<file path="src/hdl/cia_pkg.sv">
package cia_pkg;

   localparam int unsigned DATA_W = 32;
   localparam int unsigned UNIT_W = DATA_W + 1;
   localparam int unsigned RES_W  = 2 * DATA_W;
   localparam int unsigned CNT_W  = $clog2(DATA_W);

   // Largest magnitudes that stay strictly inside the signed range
   localparam logic [DATA_W-1:0] POS_MAG_MAX = 32'h7FFF_FFFE;
   localparam logic [DATA_W-1:0] NEG_MAG_MAX = 32'h7FFF_FFFF;
   // Any base of magnitude two or more overflows beyond this exponent
   localparam logic [DATA_W-1:0] POW_EXP_MAX = 32'd30;

   typedef enum logic [2:0] {
      KIND_ADD = 3'd0,
      KIND_SUB = 3'd1,
      KIND_MUL = 3'd2,
      KIND_DIV = 3'd3,
      KIND_POW = 3'd4
   } kind_type;

   typedef enum logic [1:0] {
      ST_OK           = 2'd0,
      ST_NOT_INTEGRAL = 2'd1,
      ST_DIV_ZERO     = 2'd2,
      ST_OVERFLOW     = 2'd3
   } status_type;

   typedef enum logic [1:0] {
      UNIT_ADD,
      UNIT_SUB,
      UNIT_MUL
   } unit_op_type;

   typedef enum logic [2:0] {
      S_IDLE,
      S_SETUP,
      S_DIV,
      S_POW,
      S_FINAL
   } state_type;

   typedef struct packed {
      unit_op_type       op;
      logic [UNIT_W-1:0] x;
      logic [UNIT_W-1:0] y;
   } unit_req_type;

endpackage

</file>
<file path="src/hdl/cia_unit.sv">
module cia_unit import cia_pkg::*; (
   input  unit_req_type      req,
   output logic [RES_W-1:0]  res
);

   logic [RES_W-1:0] x_ext;
   logic [RES_W-1:0] y_ext;
   logic [RES_W-1:0] prod;

   // add and subtract work on sign-extended operands
   assign x_ext = {{(RES_W-UNIT_W){req.x[UNIT_W-1]}}, req.x};
   assign y_ext = {{(RES_W-UNIT_W){req.y[UNIT_W-1]}}, req.y};
   // 32 by 32 unsigned multiply, zero-extended so the full product is kept
   assign prod  = RES_W'(req.x[DATA_W-1:0]) * RES_W'(req.y[DATA_W-1:0]);

   always_comb begin
      case (req.op)
         UNIT_ADD: res = x_ext + y_ext;
         UNIT_SUB: res = x_ext - y_ext;
         UNIT_MUL: res = prod;
         default:  res = '0;
      endcase
   end

endmodule

</file>
<file path="src/hdl/checked_int_alu.sv">
// An accepted start goes through setup and then the final state, which registers
// rsp_valid; divide adds a loop between them (one quotient bit a cycle) and power a
// multiply loop (one multiply a cycle, at most 30 of them).
// One item at a time: busy stays high until the result is out; a new start may be
// taken in the cycle rsp_valid is high. The result is a one-cycle strobe.
// Synchronous active-high reset returns the sequencer to idle and drops rsp_valid.
module checked_int_alu import cia_pkg::*; (
   input  logic              clock,
   input  logic              reset,
   input  logic              start,
   output logic              busy,
   input  logic [2:0]        req_kind,
   input  logic [DATA_W-1:0] req_operand_a,
   input  logic [DATA_W-1:0] req_operand_b,
   output logic              rsp_valid,
   output logic [DATA_W-1:0] rsp_value,
   output logic [1:0]        rsp_status
);

   state_type         state_ff, state_in;
   logic [2:0]        kind_ff, kind_in;
   logic [DATA_W-1:0] a_ff, a_in;
   logic [DATA_W-1:0] b_ff, b_in;
   logic [DATA_W-1:0] magb_ff, magb_in;
   logic [DATA_W-1:0] acc_ff, acc_in;
   logic [DATA_W-1:0] rem_ff, rem_in;
   logic [CNT_W-1:0]  cnt_ff, cnt_in;
   logic              neg_ff, neg_in;
   logic              big_ff, big_in;
   status_type        status_ff, status_in;
   logic              rsp_valid_ff, rsp_valid_in;
   logic [DATA_W-1:0] rsp_value_ff, rsp_value_in;
   status_type        rsp_status_ff, rsp_status_in;

   unit_req_type      unit_req;
   logic [RES_W-1:0]  unit_res;

   logic              sign_a, sign_b;
   logic [DATA_W-1:0] mag_a, mag_b;
   logic [UNIT_W:0]   sum_lo, sum_mag;
   logic              fits;
   logic [DATA_W-1:0] rem_next;
   logic              res_ok;

   cia_unit u_unit (
      .req (unit_req),
      .res (unit_res)
   );

   assign sign_a  = a_ff[DATA_W-1];
   assign sign_b  = b_ff[DATA_W-1];
   assign mag_a   = sign_a ? (~a_ff + 1'b1) : a_ff;
   assign mag_b   = sign_b ? (~b_ff + 1'b1) : b_ff;
   assign sum_lo  = unit_res[UNIT_W:0];
   assign sum_mag = sum_lo[UNIT_W] ? (~sum_lo + 1'b1) : sum_lo;

   // restoring division step: trial subtract of the divisor
   assign fits     = !unit_res[RES_W-1];
   assign rem_next = fits ? unit_res[DATA_W-1:0] : {rem_ff[DATA_W-2:0], acc_ff[DATA_W-1]};

   assign res_ok = (status_ff == ST_OK) && !big_ff &&
                   (neg_ff ? (acc_ff <= NEG_MAG_MAX) : (acc_ff <= POS_MAG_MAX));

   always_comb begin
      unit_req.op = UNIT_ADD;
      unit_req.x  = '0;
      unit_req.y  = '0;
      case (state_ff)
         S_SETUP: begin
            case (kind_type'(kind_ff))
               KIND_SUB: begin
                  unit_req.op = UNIT_SUB;
                  unit_req.x  = {sign_a, a_ff};
                  unit_req.y  = {sign_b, b_ff};
               end
               KIND_MUL: begin
                  unit_req.op = UNIT_MUL;
                  unit_req.x  = {1'b0, mag_a};
                  unit_req.y  = {1'b0, mag_b};
               end
               default: begin
                  unit_req.op = UNIT_ADD;
                  unit_req.x  = {sign_a, a_ff};
                  unit_req.y  = {sign_b, b_ff};
               end
            endcase
         end
         S_DIV: begin
            unit_req.op = UNIT_SUB;
            unit_req.x  = {rem_ff, acc_ff[DATA_W-1]};
            unit_req.y  = {1'b0, magb_ff};
         end
         S_POW: begin
            unit_req.op = UNIT_MUL;
            unit_req.x  = {1'b0, acc_ff};
            unit_req.y  = {1'b0, magb_ff};
         end
         default: begin
            unit_req.op = UNIT_ADD;
         end
      endcase
   end

   always_comb begin
      state_in      = state_ff;
      kind_in       = kind_ff;
      a_in          = a_ff;
      b_in          = b_ff;
      magb_in       = magb_ff;
      acc_in        = acc_ff;
      rem_in        = rem_ff;
      cnt_in        = cnt_ff;
      neg_in        = neg_ff;
      big_in        = big_ff;
      status_in     = status_ff;
      rsp_valid_in  = 1'b0;
      rsp_value_in  = rsp_value_ff;
      rsp_status_in = rsp_status_ff;

      case (state_ff)
         S_IDLE: begin
            if (start) begin
               kind_in  = req_kind;
               a_in     = req_operand_a;
               b_in     = req_operand_b;
               state_in = S_SETUP;
            end
         end

         S_SETUP: begin
            status_in = ST_OK;
            neg_in    = 1'b0;
            big_in    = 1'b0;
            state_in  = S_FINAL;
            case (kind_type'(kind_ff))
               KIND_ADD, KIND_SUB: begin
                  neg_in = sum_lo[UNIT_W];
                  acc_in = sum_mag[DATA_W-1:0];
                  big_in = |sum_mag[UNIT_W:DATA_W];
               end
               KIND_MUL: begin
                  neg_in = sign_a ^ sign_b;
                  acc_in = unit_res[DATA_W-1:0];
                  big_in = |unit_res[RES_W-1:DATA_W];
               end
               KIND_DIV: begin
                  if (b_ff == '0) begin
                     status_in = ST_DIV_ZERO;
                  end else begin
                     neg_in   = sign_a ^ sign_b;
                     acc_in   = mag_a;
                     magb_in  = mag_b;
                     rem_in   = '0;
                     cnt_in   = '1;
                     state_in = S_DIV;
                  end
               end
               KIND_POW: begin
                  neg_in = sign_a & b_ff[0];
                  if (sign_b) begin
                     status_in = ST_NOT_INTEGRAL;
                  end else if (mag_a[DATA_W-1:1] == '0) begin
                     // base of zero or plus/minus one
                     acc_in = (mag_a[0] == 1'b0 && b_ff != '0) ? '0 : DATA_W'(1);
                  end else if (b_ff > POW_EXP_MAX) begin
                     status_in = ST_OVERFLOW;
                  end else begin
                     acc_in   = DATA_W'(1);
                     magb_in  = mag_a;
                     cnt_in   = b_ff[CNT_W-1:0];
                     state_in = S_POW;
                  end
               end
               default: begin
                  status_in = ST_OVERFLOW;
               end
            endcase
         end

         S_DIV: begin
            acc_in = {acc_ff[DATA_W-2:0], fits};
            rem_in = rem_next;
            cnt_in = cnt_ff - 1'b1;
            if (cnt_ff == '0) begin
               status_in = (rem_next != '0) ? ST_NOT_INTEGRAL : ST_OK;
               state_in  = S_FINAL;
            end
         end

         S_POW: begin
            if (cnt_ff == '0) begin
               state_in = S_FINAL;
            end else if (|unit_res[RES_W-1:DATA_W-1]) begin
               // magnitude already at or past 2^31: no way back into range
               status_in = ST_OVERFLOW;
               state_in  = S_FINAL;
            end else begin
               acc_in = unit_res[DATA_W-1:0];
               cnt_in = cnt_ff - 1'b1;
            end
         end

         S_FINAL: begin
            rsp_valid_in = 1'b1;
            if (res_ok) begin
               rsp_value_in  = neg_ff ? (~acc_ff + 1'b1) : acc_ff;
               rsp_status_in = ST_OK;
            end else begin
               rsp_value_in  = '0;
               rsp_status_in = (status_ff == ST_OK) ? ST_OVERFLOW : status_ff;
            end
            state_in = S_IDLE;
         end

         default: begin
            state_in = S_IDLE;
         end
      endcase
   end

   always_ff @(posedge clock) begin
      if (reset) begin
         state_ff     <= S_IDLE;
         rsp_valid_ff <= 1'b0;
      end else begin
         state_ff     <= state_in;
         rsp_valid_ff <= rsp_valid_in;
      end
   end

   always_ff @(posedge clock) begin
      kind_ff       <= kind_in;
      a_ff          <= a_in;
      b_ff          <= b_in;
      magb_ff       <= magb_in;
      acc_ff        <= acc_in;
      rem_ff        <= rem_in;
      cnt_ff        <= cnt_in;
      neg_ff        <= neg_in;
      big_ff        <= big_in;
      status_ff     <= status_in;
      rsp_value_ff  <= rsp_value_in;
      rsp_status_ff <= rsp_status_in;
   end

   assign busy       = (state_ff != S_IDLE);
   assign rsp_valid  = rsp_valid_ff;
   assign rsp_value  = rsp_value_ff;
   assign rsp_status = rsp_status_ff;

endmodule

</file>
<file path="config.mk">
export PLATFORM = sky130hd
export DESIGN_NAME = checked_int_alu
export DESIGN_NICKNAME = d
export VERILOG_FILES = /design/src/hdl/cia_pkg.sv /design/src/hdl/cia_unit.sv /design/src/hdl/checked_int_alu.sv
export SDC_FILE = /design/constraint.sdc
export NUM_CORES = 2
export LEC_CHECK = 0
export ABC_AREA = 1
export BUFFER_PORTS_ARGS = -buffer_cell sky130_fd_sc_hd__buf_2
export CAP_MARGIN = 20
export CORE_MARGIN = 5
export CORE_UTILIZATION = 67
export CTS_BUF_LIST = sky130_fd_sc_hd__clkbuf_8
export CTS_CLUSTER_DIAMETER = 150
export DETAILED_ROUTE_END_ITERATION = 7
export PLACE_DENSITY_LB_ADDON = 0.08
export RECOVER_POWER = 100
export SLEW_MARGIN = 10
export SYNTH_ARGS = -nofsm -noshare
export SYNTH_HDL_FRONTEND = slang
export SYNTH_SLANG_ARGS = --single-unit
</file>
<file path="constraint.sdc">
create_clock -name clock -period 11.68 [get_ports clock]
set_input_delay 1.752 -clock clock [delete_from_list [all_inputs] [get_ports clock]]
set_output_delay 1.752 -clock clock [all_outputs]
set_load 0.1 [all_outputs]
</file>
# After elaboration in Yosys (flattened, before gate mapping)
# Index checks and enable logic that the tools add are counted.
classes:
  addsub: 7
  eq_ne: 29
  n_reduce_logical: 30
  n_mux: 60
  bitwise: 7
  n_lt_le_gt_ge: 3
  multipliers: 1
op_table:
  columns: ["operator", "count"]
  rows:
  - ["$mux W32", 16]
  - ["$pmux W66 S3", 1]
  - ["$pmux W64 S3", 1]
  - ["$pmux W68 S2", 1]
  - ["$pmux W32 S2", 2]
  - ["$pmux W32 S4", 1]
  - ["$add A32 B1 Y32 const B", 3]
  - ["$not A32 Y32", 3]
  - ["$pmux W32 S3", 1]
  - ["$le A32 B31 Y1 const B", 2]
  - ["$mul A32 B32 Y64", 1]
  - ["$reduce_bool A32 Y1", 2]
  - ["$add A33 B33 Y34", 1]
  - ["$add A34 B1 Y34 const B", 1]
  - ["$mux W34", 1]
  - ["$not A34 Y34", 1]
  - ["$sub A33 B33 Y34", 1]
  - ["$reduce_or A33 Y1", 1]
  - ["$gt A32 B5 Y1 const B", 1]
  - ["$logic_not A32 Y1", 1]
  - ["$reduce_or A32 Y1", 1]
  - ["$logic_not A31 Y1", 1]
  - ["$mux W5", 6]
  - ["$mux W3", 8]
  - ["other kinds (39)", 79]
word_totals:
  register_bits: 210
  input_bits: 70
  out_inout_bits: 36

# Logic depth before layout (Yosys ltp)
depth:
  word_depth: 12
  ltp_mapped: 57
  mapped_depth_nobuf: 56

# Cells and area by module
# From an unflattened synthesis, not the netlist that was laid out.
hier_totals:
  hier_cells: 7855
  area_unflattened_um2: 55771.0
by_module_without_submodules:
  columns: ["mod", "area_per_inst_um2", "n_inst", "seq_area_each_um2", "cells_per_inst"]
  rows:
  - ["cia_unit", 41390.9, 1, 0.0, 5992]
  - ["checked_int_alu", 14380.0, 1, 6266.0, 1863]

# Worst setup path after synthesis
# OpenSTA, ideal clock, no wires.
synth_timing:
  path_type: "register to register"
  from: "register b_ff[1]"
  to: "register acc_ff[0], enable pin"
  slack_ns: 1.046
  stages_incl_launch_ff: 45
  synth_period_minus_slack_ns: 10.634
  t_arrival_ns: 10.213
  cell_sequence: "edfxtp_1 inv_1 ha_1 inv_1 nor3_1 inv_1 nor3_2 inv_1 nor2_1 nand3_1 o31ai_2 xor2_1 o21ai_1 nand2_1 inv_2 clkbuf_1 nor2_1 fa_1 [9 not listed] fa_1 inv_1 ha_1 nand2_1 nor2_1 nand2_1 nor4_1 a21oi_1 or2_2 nand3_1 nand3_1 nor2_1 nand3_1 nor2_1 nand2_1 o21ai_1 nand2_1 nor2_1"
synth_between:
  elab_chain_cells: 10
  word_cells_on_any_way: 16
synth_lines:
  columns: ["item", "line_no", "source"]
  rows:
  - ["start, declared", "checked_int_alu.sv:23", "logic [DATA_W-1:0] b_ff, b_in;"]
  - ["start signal, assigned", "checked_int_alu.sv:234", "b_ff <= b_in;"]
  - ["$not A32 Y32", "checked_int_alu.sv:53", "assign mag_b = sign_b ? (~b_ff + 1'b1) : b_ff;"]
  - ["$add A32 B1 Y32", "checked_int_alu.sv:53", null]
  - ["$mux W32", "checked_int_alu.sv:53", null]
  - ["$pmux W68 S2", "checked_int_alu.sv:70", "case (kind_type'(kind_ff))"]
  - ["$pmux W66 S3", "checked_int_alu.sv:68", "case (state_ff)"]
  - ["$mul A32 B32 Y64, or another cell as far along", "cia_unit.sv:14", "assign prod = RES_W'(req.x[DATA_W-1:0]) * RES_W'(req.y[DATA_W-1:0]);"]
  - ["$pmux W64 S3", "cia_unit.sv:17", "case (req.op)"]
  - ["$reduce_or A33 Y1", "checked_int_alu.sv:193", "end else if (|unit_res[RES_W-1:DATA_W-1]) begin"]
  - ["$ne A2 B2 Y1 (no source line)", null, null]
  - ["$reduce_and A7 Y1 (no source line) (*)", null, null]
  - ["end signal, assigned", "checked_int_alu.sv:236", "acc_ff <= acc_in;"]
  - ["end, declared", "checked_int_alu.sv:25", "logic [DATA_W-1:0] acc_ff, acc_in;"]
# Every way passes the cells marked *; elsewhere a longest branch is shown, timed or not.
# A chain may end at the register's enable or synchronous reset.

# Final worst setup path
layout_timing:
  from: "register state_ff[2]"
  to: "register acc_ff[2], enable pin"
layout_between:
  elab_chain_cells: 7
  word_cells_on_any_way: 21
layout_lines:
  columns: ["item", "line_no", "source"]
  rows:
  - ["start, declared", "checked_int_alu.sv:20", "state_type state_ff, state_in;"]
  - ["start signal, assigned", "checked_int_alu.sv:226", "state_ff <= state_in;"]
  - ["$eq A3 B2 Y1 / $eq A3 B1 Y1 (equally long branches)", "checked_int_alu.sv:68, checked_int_alu.sv:120", null]
  - ["$pmux W66 S3 / $pmux W2 S3 (equally long branches)", "checked_int_alu.sv:68", null]
  - ["$mul A32 B32 Y64, or another cell as far along", "cia_unit.sv:14", null]
  - ["$pmux W64 S3", "cia_unit.sv:17", null]
  - ["$reduce_or A33 Y1", "checked_int_alu.sv:193", null]
  - ["$ne A2 B2 Y1 (no source line)", null, null]
  - ["$reduce_and A7 Y1 (no source line) (*)", null, null]
# Marked as above.

==> results_tabular.tex <==
\begin{tabular}{lr}
\hline
Metric & Value \\
\hline
\multicolumn{2}{l}{\textbf{Outcome}} \\
\quad Outcome & finished with violations \\
\quad Violated checks & design-rule violations, max-capacitance violations, max-slew violations \\
\multicolumn{2}{l}{\textbf{Clock tree}} \\
\quad CTS tree & built \\
\quad Latest clock arrival within the worst-skew pair & 0.64 ns \\
\quad Max H-tree Level & 1 \\
\quad Buffer depth of the longest clock path & 3 \\
\quad Master cell of the clock root buffer & sky130\_fd\_sc\_hd\_\_clkbuf\_8 \\
\quad TritonCTS Sinks & 210 \\
\quad Number of hold-repair buffers added at the cts stage & 0 \\
\quad Clock transition time at the flip-flop clock pins of the worst setup and hold paths & 0.07 ns \\
\quad Number of buffers created by CTS & 28 \\
\multicolumn{2}{l}{\textbf{Global routing}} \\
\quad Met1 Track Usage GR & 59.77\% \\
\quad Number of global-route vias before repair & 54,134 \\
\quad Global routing usage on met3 & 18.61\% \\
\quad Global-route wire length before repair & 325,300 um \\
\quad Combined global-route utilization of all metal layers & 50.12\% \\
\quad Largest net degree at the start of global routing & 68 \\
\quad Overall overflow remaining after global route & 0 \\
\quad Routing usage on met2 & 73.75\% \\
\quad Antenna violations before repair & 5 \\
\quad Busiest metal layer after global routing & met2 \\
\multicolumn{2}{l}{\textbf{Yosys}} \\
\quad Synth Warn \# & 0 \\
\quad Combined area of all synthesized cells & 54,480 um\^{}2 \\
\quad Proportion of register bits with asynchronous set or reset after synthesis & 0\% \\
\quad Top cell type by total area after synthesis & sky130\_fd\_sc\_hd\_\_fa\_1 \\
\quad Average cell area after synthesis & 7.166 um\^{}2 \\
\quad Distinct cell type count of the synthesized netlist & 56 \\
\quad Number of synthesized register bits & 210 \\
\quad Leading post-synthesis cells by cell area & sky130\_fd\_sc\_hd\_\_fa\_1 33\%, sky130\_fd\_sc\_hd\_\_nand2\_1 13\%, sky130\_fd\_sc\_hd\_\_inv\_1 12\% \\
\quad Share of Yosys cell area claimed by the top area cell type & 33.00\% \\
\quad Cell count after synthesis & 7,602 \\
\quad Ys flop type & sky130\_fd\_sc\_hd\_\_edfxtp\_1 \\
\quad Net count after synthesis & 8,907 \\
\quad Sequential area share after synthesis & 11.50\% \\
\quad EDFF count, synth & 206 \\
\multicolumn{2}{l}{\textbf{Timing}} \\
\quad Endpoints failing setup & 0 \\
\quad Clock skew & 0.05167 ns \\
\quad Final count of pins violating max slew & 244 \\
\quad Endpoints failing hold & 0 \\
\quad Worst slew slack as a fraction of its limit & -126.7\% \\
\quad Post-layout minimum cycle time & 11.47 ns \\
\quad Max Clk Rate & 87.15 MHz \\
\quad Transition time of the tightest slew-check pin & 3.401 ns \\
\quad Setup repair after global routing missed its margin & false \\
\quad Final period util & 98.24\% \\
\quad Setup TNS after final layout & 0 ns \\
\multicolumn{2}{l}{\textbf{Floorplan}} \\
\quad Effective utilization at floorplan & 67.63\% \\
\quad Core Footprint & 80,550 um\^{}2 \\
\quad Num ports & 106 \\
\quad Site row count & 104 \\
\quad Die Span X & 295.1 um \\
\quad Die ar. & 87,110 um\^{}2 \\
\quad Die height & 295.1 um \\
\multicolumn{2}{l}{\textbf{Route}} \\
\quad Length of the first detailed-routing pass in iterations & 8 \\
\quad 1st-iter DRT viols & 7,659 \\
\quad Mean number of vias per cell & 6.138 \\
\quad Number of remaining DRC errors & 10 \\
\quad Total wirelength of the detailed-routed design & 219,500 um \\
\quad Number of nets with antenna violations after detailed routing & 0 \\
\quad Avg WL per Cell & 25.04 um \\
\quad Vias after detailed routing & 53,811 \\
\multicolumn{2}{l}{\textbf{Power}} \\
\quad Reported leakage power & 30.53 nW \\
\quad Worst IR drop on VDD & 0.0001196 V \\
\quad Power per Cell Area & 113.5 nW/um\^{}2 \\
\multicolumn{2}{l}{\textbf{Job}} \\
\quad Max-cap check violation count & 6 \\
\multicolumn{2}{l}{\textbf{Layout}} \\
\quad Layout cell share with drive strength beyond 1 & 6.102\% \\
\quad Most common cell after layout, fill and taps aside & sky130\_fd\_sc\_hd\_\_nand2\_1 \\
\quad Nets & 8,985 \\
\quad Multi-input gate area & 40,330 um\^{}2 \\
\quad Leading cell types in the layout, fill and taps excluded & 1,939 x sky130\_fd\_sc\_hd\_\_nand2\_1, 1,759 x sky130\_fd\_sc\_hd\_\_inv\_1, 898 x sky130\_fd\_sc\_hd\_\_fa\_1 \\
\quad Growth of design area from synthesis to finish & 5.926\% \\
\quad Number of standard cells in the layout, taps in and fillers out & 8,767 \\
\quad Number of inserted filler cells in the final layout & 6,486 \\
\quad Area occupied by registers & 6266 um\^{}2 \\
\multicolumn{2}{l}{\textbf{Worst setup path}} \\
\quad WP data arrival & 11.80 ns \\
\quad Required time reported for the critical path endpoint & 12.01 ns \\
\quad Cell with the most instances on the worst path & sky130\_fd\_sc\_hd\_\_nand2\_1 \\
\quad Classification of the worst setup path & reg2reg \\
\quad FF-to-FF setup slack & 0.21 ns \\
\quad Capturing element type of the critical path & flop \\
\quad Startpoint Class & flop \\
\quad Cell at the slowest stage of the critical path & sky130\_fd\_sc\_hd\_\_clkinvlp\_4 \\
\quad Delay contributed by the slowest stage of the critical path & 0.60 ns \\
\quad Crit Path Max Fanout & 51 \\
\multicolumn{2}{l}{\textbf{Placement}} \\
\quad Number of placed cells counting well taps & 8,692 \\
\quad Detailed Place HPWL & 181,800 um \\
\quad Input/output buffers & 105 \\
\quad Final weighted congestion of routability-driven global placement & 1.184 \\
\multicolumn{2}{l}{\textbf{Min path}} \\
\quad HP Class & reg2reg \\
\hline
\end{tabular}
area by class of cell:
type | count | area share, %
inverter | 1802 | 11.83
clock buffer | 28 | 0.6678
sequential | 210 | 10.86
multi-input combinational | 5292 | 69.89
tap | 1060 | 2.298
timing repair buffer | 346 | 4.063
clock inverter | 24 | 0.3664
antenna | 5 | 0.02168
through the flow:
step / setup slack, ns / area, um^2 / utilization (%) / hold WS (ns) / total power, W
2_1_floorplan: 1.046 / 54480 / - / 0.5064 / 0.003962
3_3_place_gp: 0.3470 / 56860 / 70.59 / 0.5867 / 0.005535
3_5_place_dp: 0.3262 / 56860 / 70.59 / 0.5899 / 0.005601
4_1_cts: 0.2796 / 57460 / 71.34 / 0.5915 / 0.006250
5_1_grt: 0.001767 / 57700 / 71.63 / 0.5738 / 0.006876
6_report: 0.2056 / 57710 / 71.64 / 0.5582 / 0.006547
worst paths after layout:
check         startpoint   endpoint  cells after the start
max          state_ff[2]  acc_ff[2]                     45
min          state_ff[2]  rsp_valid                      2
max reg2reg  state_ff[2]  acc_ff[2]                     45
min reg2reg  state_ff[2]  rsp_valid                      2
cell families after synthesis:
kind of cell             Yosys count  synth area share, %
buffers and inverters           2100                14.69
flip-flops                       210                11.50
XOR/XNOR                          82                1.318
AND/OR/NAND/NOR                 3375                25.51
adder cells (fa/ha/maj)         1235                40.74
AO/OA/AOI/OAI                    600                6.243
per-layer routing:
layer	vias up	wire [um]
li1	22892	-
met1	25093	70410
met5	-	13
met3	1335	35300
met4	2	23870
met2	4489	89890
synth_stat cells, types with 9 or more instances:
cell type	n
sky130_fd_sc_hd__fa_1	898
sky130_fd_sc_hd__nand2_1	1944
sky130_fd_sc_hd__edfxtp_1	206
sky130_fd_sc_hd__buf_1	26
sky130_fd_sc_hd__clkbuf_1	202
sky130_fd_sc_hd__inv_1	1769
sky130_fd_sc_hd__xnor2_1	11
sky130_fd_sc_hd__o21bai_1	22
sky130_fd_sc_hd__clkinv_1	15
sky130_fd_sc_hd__xor2_1	71
sky130_fd_sc_hd__o21ai_0	201
sky130_fd_sc_hd__or2_2	14
sky130_fd_sc_hd__inv_2	18
sky130_fd_sc_hd__nand3_1	351
sky130_fd_sc_hd__nor2_2	13
sky130_fd_sc_hd__nand3b_1	22
sky130_fd_sc_hd__nor2_1	801
sky130_fd_sc_hd__o211ai_1	11
sky130_fd_sc_hd__o221ai_1	9
sky130_fd_sc_hd__nand3_2	13
sky130_fd_sc_hd__nor3_1	62
sky130_fd_sc_hd__nand4_1	73
sky130_fd_sc_hd__ha_1	337
sky130_fd_sc_hd__buf_2	62
sky130_fd_sc_hd__nor4_1	22
sky130_fd_sc_hd__and2_1	29
sky130_fd_sc_hd__a31oi_1	11
sky130_fd_sc_hd__o21ai_1	9
sky130_fd_sc_hd__a21oi_1	241
sky130_fd_sc_hd__a22oi_1	63
state kept, by name (all words and copies together), names as in the netlist:
| name | cells |
|---|---|
| rem_ff | 32 |
| b_ff | 32 |
| rsp_valid | 1 |
| status_ff | 2 |
| cnt_ff | 5 |
| neg_ff | 1 |
| rsp_value | 32 |
| magb_ff | 32 |
| a_ff | 32 |
| rsp_status | 2 |
| acc_ff | 32 |
| state_ff | 3 |
| kind_ff | 3 |
| big_ff | 1 |
worst max-delay path, delay by kind of cell, from the launching register on:
| family | cells | cell delay [ns] |
|---|---|---|
| buffers and inverters | 11 | 2.19 |
| AND/OR/NAND/NOR | 23 | 3.58 |
| AO/OA/AOI/OAI | 2 | 0.49 |
| flip-flops | 1 | 0.43 |
| adder cells (fa/ha/maj) | 9 | 4.45 |
power by group:
| group | switching [W] | internal, W | leakage [nW] | total (W) |
|---|---|---|---|---|
| logic | 0.00343 | 0.00146 | 28.3 | 0.00489 |
| clock network | 0.000318 | 0.000299 | 0.317 | 0.000617 |
| registers | 0.000102 | 0.000943 | 1.95 | 0.00104 |
repair_timing:
item,4_1_cts,5_1_grt
gates resized for setup,0,48
setup buffers,0,18
setup endpoints to repair,0,58
Note: power is estimated with default switching activity, not from simulation.
